==> src/rtl/core/isort_pkg.sv <==
// Package for the ascending integer sorter.
// Holds the data widths, the default depth, the cell link and control types
// and the sequencer state type. It depends on nothing.
`default_nettype none

package isort_pkg;

  localparam int VALUE_W        = 32;
  localparam int SORT_DEPTH_DEF = 64;

  typedef struct packed {
    logic               valid;
    logic               gt;
    logic [VALUE_W-1:0] value;
  } isort_link_t;

  typedef struct packed {
    logic insert;
    logic shift;
  } isort_ctrl_t;

  typedef enum logic {
    ST_FILL,
    ST_DRAIN
  } isort_state_t;

endpackage

`default_nettype wire

==> src/rtl/core/isort_cell.sv <==
// One cell of the insertion chain: holds a single value and its valid flag.
// Depends on isort_pkg for the link and control types.
// It talks only to its left and right neighbors and to the broadcast value and control.
`default_nettype none

module isort_cell
  import isort_pkg::*;
(
  input  wire logic               clk,
  input  wire logic               rst_n,
  input  wire isort_ctrl_t        ctrl,
  input  wire logic [VALUE_W-1:0] new_value,
  input  wire isort_link_t        left_link,
  input  wire isort_link_t        right_link,
  output isort_link_t             own_link
);

  logic               valid_r;
  logic               valid_nxt;
  logic [VALUE_W-1:0] value_r;
  logic [VALUE_W-1:0] value_nxt;
  logic               gt;

  assign gt = !valid_r || ($signed(value_r) > $signed(new_value));

  always_comb begin
    valid_nxt = valid_r;
    value_nxt = value_r;
    priority if (ctrl.shift) begin
      valid_nxt = right_link.valid;
      value_nxt = right_link.value;
    end else if (ctrl.insert) begin
      valid_nxt = valid_r || left_link.valid;
      if (gt) begin
        value_nxt = left_link.gt ? left_link.value : new_value;
      end
    end
  end

  always_ff @(posedge clk) begin
    if (!rst_n) begin
      valid_r <= 1'b0;
    end else begin
      valid_r <= valid_nxt;
    end
  end

  always_ff @(posedge clk) begin
    value_r <= value_nxt;
  end

  assign own_link.valid = valid_r;
  assign own_link.gt    = gt;
  assign own_link.value = value_r;

endmodule

`default_nettype wire
==> config.mk <==
export PLATFORM = sky130hd
export DESIGN_NAME = isort_cell
export DESIGN_NICKNAME = d
export VERILOG_FILES = /design/src/rtl/core/isort_pkg.sv /design/src/rtl/core/isort_cell.sv
export SDC_FILE = /design/constraint.sdc
export NUM_CORES = 1
export LEC_CHECK = 0
export ABC_AREA = 1
export BUFFER_PORTS_ARGS = -buffer_cell sky130_fd_sc_hd__buf_2
export CAP_MARGIN = 20
export CORE_AREA = 2 2 90 70
export CTS_CLUSTER_SIZE = 28
export DETAILED_ROUTE_END_ITERATION = 6
export DIE_AREA = 0 0 92 72
export GPL_ROUTABILITY_DRIVEN = 0
export PLACE_DENSITY_LB_ADDON = 0.25
export SETUP_SLACK_MARGIN = 0.5
export SKIP_LAST_GASP = 1
export SLEW_MARGIN = 20
export SYNTH_ARGS = -nofsm -noshare
export SYNTH_HDL_FRONTEND = slang
export SYNTH_SLANG_ARGS = --single-unit
==> constraint.sdc <==
create_clock -name clk -period 3.1 [get_ports clk]
set_clock_uncertainty 0.05 [all_clocks]
set_input_delay 0.62 -clock clk [delete_from_list [all_inputs] [get_ports clk]]
set_output_delay 0.62 -clock clk [all_outputs]
set_load 0.02 [all_outputs]
==> run_results.csv, run 1 <==
group,metric,value,unit
worst_setup_path,critical_path_peak_fanout,2,
synthesis,yosys-mux-area-fraction,0,%
place,placedCellCount,504,
finish,design.final.nets,574,
sta,slew_headroom,44.6,%
synthesis,synth-xor-area-share,0,%
synthesis,synth.top_cells.by_area,"sky130_fd_sc_hd__edfxtp_1 (37%), sky130_fd_sc_hd__ha_1 (15%), sky130_fd_sc_hd__nand2_1 (10%)",
detailed_routing,initialDrtViolationCount,77,
worst_setup_path,cp_common_cell,"sky130_fd_sc_hd__nand2_1",
floorplan,initial_utilization,45.3,%
clock_network,cts-hold-fix-buffers,0,
clock_network,clock_latency,0.29,ns
clock_network,number_of_sinks_driven_by_the_clock_tree,33,
worst_setup_path,r2r_setup_slack,0.66,ns
global_route,groute.usage.overall,20.6,%
sta,timing_max_transition_violations_final,0,
worst_setup_path,reg2reg_depth,15,
sta,final.period_utilization,85.5,%
worst_setup_path,worst_r2r_dst,"value_r[1]$_DFFE_PP_",
worst_setup_path,timing.critical_path.to_type,"output port",
synthesis,leading_register_cell_type_out_of_synthesis,"sky130_fd_sc_hd__edfxtp_1",
synthesis,yosysMostFrequentCell,"sky130_fd_sc_hd__nand2_1",
sta,unrepaired_setup_endpoints_after_global_routing,"true",
synthesis,most_common_library_cells_after_synthesis,"sky130_fd_sc_hd__nand2_1 (71), sky130_fd_sc_hd__inv_1 (39), sky130_fd_sc_hd__edfxtp_1 (32), sky130_fd_sc_hd__ha_1 (32)",
detailed_routing,detailroute.via_count,2523,
detailed_routing,firstDrtPassIters,4,
worst_setup_path,critPathLaunchType,"input pin",
detailed_routing,drc,0,
detailed_routing,drt-vias-per-instance,4.88,
worst_setup_path,crit_type,"in2out",
worst_hold_path,min_from,"valid_r$_SDFFE_PN0P_",
finish,final_cells,517,
place,dp.final_hpwl,5.13,mm
synthesis,synth_cell_type_count,23,
floorplan,floorplan.die.height,72,um
worst_setup_path,worst_path_dominant_cell_family,"simple AND/OR/NAND/NOR gates",
sta,fin_crit,2.65,ns
sta,max_freq,377,MHz
clock_network,tritoncts_buffers,5,
worst_hold_path,worst_hold_path_type,"reg2reg",
clock_network,cts-htree-levels,2,
synthesis,yosys_register_bits,33,
sta,worst_pin_slew,0.831,ns
synthesis,synth_edf_count,32,
detailed_routing,route.final.wire_length,6.92,mm
synthesis,synth_fa_ha_area_share,15.5,%
worst_hold_path,hold-path-cell-count,2,
worst_setup_path,crit-reg2reg-launch,"value_r[27]$_DFFE_PP_",
synthesis,synth.top_cell.area_share,37.2,%
floorplan,coreArea,5710,sq um
synthesis,synth.yosys.seq_area_share,38.0,%
global_route,grt_remaining_overflow,0,
floorplan,floorplan.die_area,6620,sq um
global_route,grt_first_pass_wirelength,11.0,mm
global_route,antenna_violations_before_repair,0,
synthesis,synthCells,301,
finish,layout-area-overhead-vs-synth,42.2,%
clock_network,ctsRootBufferMaster,"sky130_fd_sc_hd__clkbuf_8",
clock_network,clk_pin_slew_worst_paths,0.07,ns
worst_hold_path,min_to,"valid_r$_SDFFE_PN0P_",
place,place_ws,0.353,ns
synthesis,syn_avg_cell_area,8.58,sq um
synthesis,synth-compound-area-share,22.4,%
synthesis,yosysWarnings,0,
floorplan,top_level_port_count,138,
sta,layout_setup_ws,0.450,ns
clock_network,ctsLongestPathBuffers,2,
floorplan,std_cell_rows,24,
finish,post-route-util,64.4,%
worst_setup_path,critPathRequiredTime,2.43,ns
synthesis,mappedNetlistArea,2580,sq um
global_route,via_count_of_the_first_global_routing_pass,2382,
worst_setup_path,timing.critical_path.slowest_cell_delay,0.21,ns
worst_setup_path,cp_slowest_cell,"sky130_fd_sc_hd__ha_4",
finish,diodes,0,
global_route,largest_net_degree_at_the_start_of_global_routing,50,
synthesis,largest_family_of_logic_cells_by_synthesized_area,"compound AO/OA/AOI/OAI gates",
worst_setup_path,cp.arrival,1.98,ns
worst_setup_path,crit_path_cell_trace,"buf_2 > inv_1 > ha_4 > a21o_1 > nor2_1 > nand2_1 > nand2_1 > nand2_1 > nand2_1 > nand2_1 > nand2_1 > nand2_1 > nand2_1 > nand2_2 > buf_6",
pwr,ir_drop,0.233,mV
run_status,status,"completed",
clock_network,tritoncts,"yes",
detailed_routing,count_of_antenna_violating_nets_left_after_detailed_routing,0,
sta,hold_viol_final,0,
floorplan,die_w,92,um
synthesis,async_set_or_reset_flop_fraction_in_the_synthesized_netlist,0,%
sta,final.setup.tns,0,ns
synthesis,syn_nets,437,
synthesis,yosys.area_share.simple,15.4,%
synthesis,biggest_area_consumer_among_synthesized_cells,"sky130_fd_sc_hd__edfxtp_1",
worst_setup_path,crit_buf_inv,3,
detailed_routing,routed_wire_length_per_instance,13.4,um
place,portBuffers,136,
sta,total_setup_violations_reported_at_the_end_of_the_flow,0,
run,drv.max_cap_violation_count,0,
finish,drive_above_1_share,44.6,%
pwr,power_density,379,nW/um^2
pwr,power.static_leakage,1.77,nW
tightest hold or removal path: stages, from the launching register on:
cell and delay, ns:
sky130_fd_sc_hd__dfxtp_1 0.35, sky130_fd_sc_hd__nor2_1 0.11, sky130_fd_sc_hd__a21oi_1 0.06
per-stage QoR:
step	hold slack (ns)	power [mW]	instance area [sq um]
2_1_floorplan	0.460	0.859	2590
3_3_place_gp	0.494	1.01	3340
3_5_place_dp	0.502	1.02	3340
4_1_cts	0.512	1.37	3550
5_1_grt	0.525	1.49	3670
6_report	0.511	1.39	3670
cells in the final DEF, fill, tap and decap left out, types with 2 or more instances in the layout:
cell type,n
sky130_fd_sc_hd__buf_2,135
sky130_fd_sc_hd__buf_4,8
sky130_fd_sc_hd__nor2_2,5
sky130_fd_sc_hd__nand3_1,2
sky130_fd_sc_hd__edfxtp_1,32
sky130_fd_sc_hd__nand2_1,67
sky130_fd_sc_hd__o211ai_1,29
sky130_fd_sc_hd__inv_2,9
sky130_fd_sc_hd__ha_1,19
sky130_fd_sc_hd__nand2_2,7
sky130_fd_sc_hd__o21ai_1,2
sky130_fd_sc_hd__clkbuf_8,5
sky130_fd_sc_hd__nor2_1,10
sky130_fd_sc_hd__ha_4,13
sky130_fd_sc_hd__clkinv_1,2
sky130_fd_sc_hd__inv_1,33
sky130_fd_sc_hd__a21oi_1,13
sky130_fd_sc_hd__a21oi_2,6
sky130_fd_sc_hd__o21a_1,29
sky130_fd_sc_hd__nand4_1,2
per-layer routing:
metal | vias to the layer above | GRT usage [%] | wire [um]
li1 | 1313 | - | -
met1 | 1113 | 28.1 | 3190
met2 | 88 | 33.9 | 3210
met3 | 9 | 4.47 | 451
met4 | 0 | 4.98 | 72
met5 | - | 0 | 0
report_power, final:
group          internal [mW]  switching (mW)
Clock                  0.151           0.162
Combinational          0.224           0.275
Sequential             0.548          0.0325
worst max-delay path by stage:
stage / slack [ns] / startpoint / depth (start not counted) / end
floorplan: 0.54 / new_value[21] / 13 / value_r[0]$_DFFE_PP_
global placement: 0.38 / new_value[21] / 13 / own_link[32]
detailed placement: 0.35 / new_value[21] / 13 / own_link[32]
CTS: 0.45 / new_value[21] / 14 / own_link[32]
global route: 0.34 / value_r[18]$_DFFE_PP_ / 14 / own_link[32]
finish: 0.45 / new_value[7] / 15 / own_link[32]
cell families after synthesis:
family                     Yosys count
adders and majority gates           32
buffers and inverters               57
DFF                                 33
AOI/OAI and AO/OA                   83
and+or+nand+nor                     96
layout make-up:
cell class,count,area (sq um)
fill,512,2030
multi-input combinational,211,1590
sequential,33,981
timing repair buffer,145,767
inverter,42,158
tap,78,97.6
clock buffer,5,68.8
clock inverter,3,12.5
flip-flops by register name (all words and copies together), names as in the netlist:
register and cells:
valid_r 1, value_r 32
timing repair:
| item | in CTS | in global routing |
|---|---|---|
| pin swaps | 12 | 10 |
| setup buffers | 3 | 2 |
| endpoints found under the setup margin | 1 | 1 |
| gates resized for setup | 20 | 17 |
Note: power is estimated with default switching activity, not from simulation.
==> run 2: changes to the inputs <==
--- a/config.mk
+++ b/config.mk
@@ -14,6 +14,7 @@
 export DIE_AREA = 0 0 92 72
 export GPL_ROUTABILITY_DRIVEN = 0
 export PLACE_DENSITY_LB_ADDON = 0.25
+export REMOVE_ABC_BUFFERS = 1
 export SETUP_SLACK_MARGIN = 0.5
 export SKIP_LAST_GASP = 1
 export SLEW_MARGIN = 20
==> run_results.csv, run 2 (same netlist as run 1, synthesis figures left out) <==
group,metric,value,unit
run_status,status,"completed",
finish,layout_commonest_cell,"sky130_fd_sc_hd__buf_2",
pwr,ir_drop,0.260,mV
pwr,switchingPower,458,uW
clock_network,clock_latency,0.28,ns
worst_setup_path,r2r_setup_slack,0.76,ns
finish,biggestRegsByFlops,"value_r: 32 flops, valid_r: 1 flops",
finish,layout.cells.most_common_list,"sky130_fd_sc_hd__buf_2 (135), sky130_fd_sc_hd__nand2_1 (68), sky130_fd_sc_hd__edfxtp_1 (32), sky130_fd_sc_hd__inv_1 (31)",
sta,total_setup_violations_reported_at_the_end_of_the_flow,0,
floorplan,initial_utilization,45.3,%
detailed_routing,detailroute.via_count,2496,
place,place_ws,0.360,ns
finish,design.final.nets,570,
clock_network,cts-htree-levels,2,
worst_setup_path,critPathLaunchType,"input pin",
clock_network,ctsRootBufferMaster,"sky130_fd_sc_hd__clkbuf_8",
worst_setup_path,crit_type,"in2out",
pwr,clock_power_share,22.8,%
place,dp.final_hpwl,5.08,mm
pwr,post-layout-total-power,1.37,mW
clock_network,tritoncts_buffers,5,
finish,fill_cells,500,
worst_setup_path,cp_common_cell,"sky130_fd_sc_hd__nand2_1",
worst_setup_path,critPathRequiredTime,2.43,ns
finish,layout-area-overhead-vs-synth,38.6,%
global_route,largest_net_degree_at_the_start_of_global_routing,36,
worst_setup_path,timing.critical_path.slowest_cell_delay,0.20,ns
detailed_routing,initialDrtViolationCount,91,
finish,drive_above_1_share,43.2,%
floorplan,top_level_port_count,138,
sta,hold_viol_final,0,
floorplan,floorplan.die_area,6620,sq um
sta,layout_setup_ws,0.446,ns
worst_setup_path,cp.arrival,1.98,ns
global_route,via_count_of_the_first_global_routing_pass,2478,
place,portBuffers,136,
detailed_routing,firstDrtPassIters,4,
sta,finalHoldWorstSlack,0.498,ns
floorplan,std_cell_rows,24,
pwr,power_density,382,nW/um^2
floorplan,coreArea,5710,sq um
run,drv.max_cap_violation_count,0,
floorplan,die_w,92,um
sta,worst_pin_slew,0.553,ns
worst_setup_path,timing.critical_path.to_type,"output port",
sta,slew_headroom,63.1,%
detailed_routing,drt-vias-per-instance,4.87,
detailed_routing,drc,0,
clock_network,tritoncts,"yes",
sta,timing_max_transition_violations_final,0,
pwr,internal_power,909,uW
global_route,grt_remaining_overflow,0,
detailed_routing,routed_wire_length_per_instance,13.0,um
clock_network,clk_pin_slew_worst_paths,0.07,ns
pwr,power.static_leakage,1.75,nW
sta,max_freq,377,MHz
detailed_routing,count_of_antenna_violating_nets_left_after_detailed_routing,0,
worst_setup_path,cp_slowest_cell,"sky130_fd_sc_hd__ha_4",
worst_setup_path,crit_path_cell_trace,"buf_2 > inv_2 > ha_4 > a21oi_2 > nor2_1 > nor2_1 > nand3_2 > a21oi_4 > nand2_1 > nand2_1 > nand2_1 > nand2_2 > nand2_2 > buf_6",
sta,final.period_utilization,85.6,%
clock_network,number_of_sinks_driven_by_the_clock_tree,33,
finish,largest-register,"value_r",
floorplan,floorplan.die.height,72,um
detailed_routing,route.final.wire_length,6.68,mm
global_route,antenna_violations_before_repair,0,
sta,fin_crit,2.65,ns
clock_network,ctsLongestPathBuffers,2,
finish,largest_reg_flops,32,
global_route,groute.usage.overall,20.3,%
worst_setup_path,critical_path_peak_fanout,2,
sta,unrepaired_setup_endpoints_after_global_routing,"true",
worst_hold_path,worst_hold_path_type,"reg2reg",
pwr,sw_frac_of_total,33.5,%
pwr,share_comb_of_total_power,35.0,%
clock_network,cts-hold-fix-buffers,0,
finish,diodes,0,
global_route,grt_first_pass_wirelength,10.8,mm
sta,final.setup.tns,0,ns
pwr,sequentialPowerShare,42.2,%
run 2: changes by cell type in the layout (fill, tap and decap cells not counted), moves of 2 or more:
cell,delta
sky130_fd_sc_hd__inv_1,-2
sky130_fd_sc_hd__inv_2,+2
sky130_fd_sc_hd__ha_1,+4
sky130_fd_sc_hd__ha_4,-4
sky130_fd_sc_hd__buf_4,-4
run 2: power by group through the flow:
stage	logic, mW	clock network [mW]	registers (mW)
5_1_grt	0.536	0.333	0.583
3_5_place_dp	0.439	0	0.581
4_1_cts	0.471	0.319	0.576
2_1_floorplan	0.206	0	0.637
3_3_place_gp	0.430	0	0.578
6_report	0.479	0.311	0.577
run 2: worst paths after layout:
kind	startpoint	end	depth (start not counted)
worst max-delay path	new_value[21]	own_link[32]	14
worst min-delay path	valid_r$_SDFFE_PN0P_	valid_r$_SDFFE_PN0P_	2
worst max register to register	value_r[21]$_DFFE_PP_	value_r[7]$_DFFE_PP_	13
worst min register to register	valid_r$_SDFFE_PN0P_	valid_r$_SDFFE_PN0P_	2
run 2: critical path, delay by kind of cell:
family,cells,cell delay [ns]
buffers and inverters,3,0.29
adders and majority gates,1,0.20
and+or+nand+nor,8,0.58
AOI/OAI and AO/OA,2,0.28
run 2: metrics by stage:
step,cells,cell area (sq um),utilization (%)
floorplan,286,2510,-
global placement,504,3330,58.4
detailed placement,504,3330,58.4
CTS,513,3550,62.3
global route,513,3580,62.8
finish,513,3580,62.8
run 2: area by class of cell:
| cell class | count | area (sq um) | share of cell area (%) |
|---|---|---|---|
| clock buffer | 5 | 68.8 | 1.92 |
| clock inverter | 3 | 12.5 | 0.349 |
| inverter | 42 | 158 | 4.40 |
| multi-input combinational | 211 | 1530 | 42.6 |
| sequential | 33 | 981 | 27.4 |
| tap | 78 | 97.6 | 2.73 |
| timing repair buffer | 141 | 737 | 20.6 |
run 2: what timing repair did:
action | CTS | global route
endpoints found under the hold margin | 0 | 0
setup endpoints to repair | 1 | 1
pin swaps | 21 | 7
resized for setup | 27 | 6
setup buffers | 1 | 0
run 2: layer usage:
layer	vias up	track usage [%]	share of wire [%]
met5	-	0	0
met4	0	3.48	0.39
met3	2	5.30	8.4
met2	90	36.5	46
met1	1097	25.2	45
li1	1307	-	-
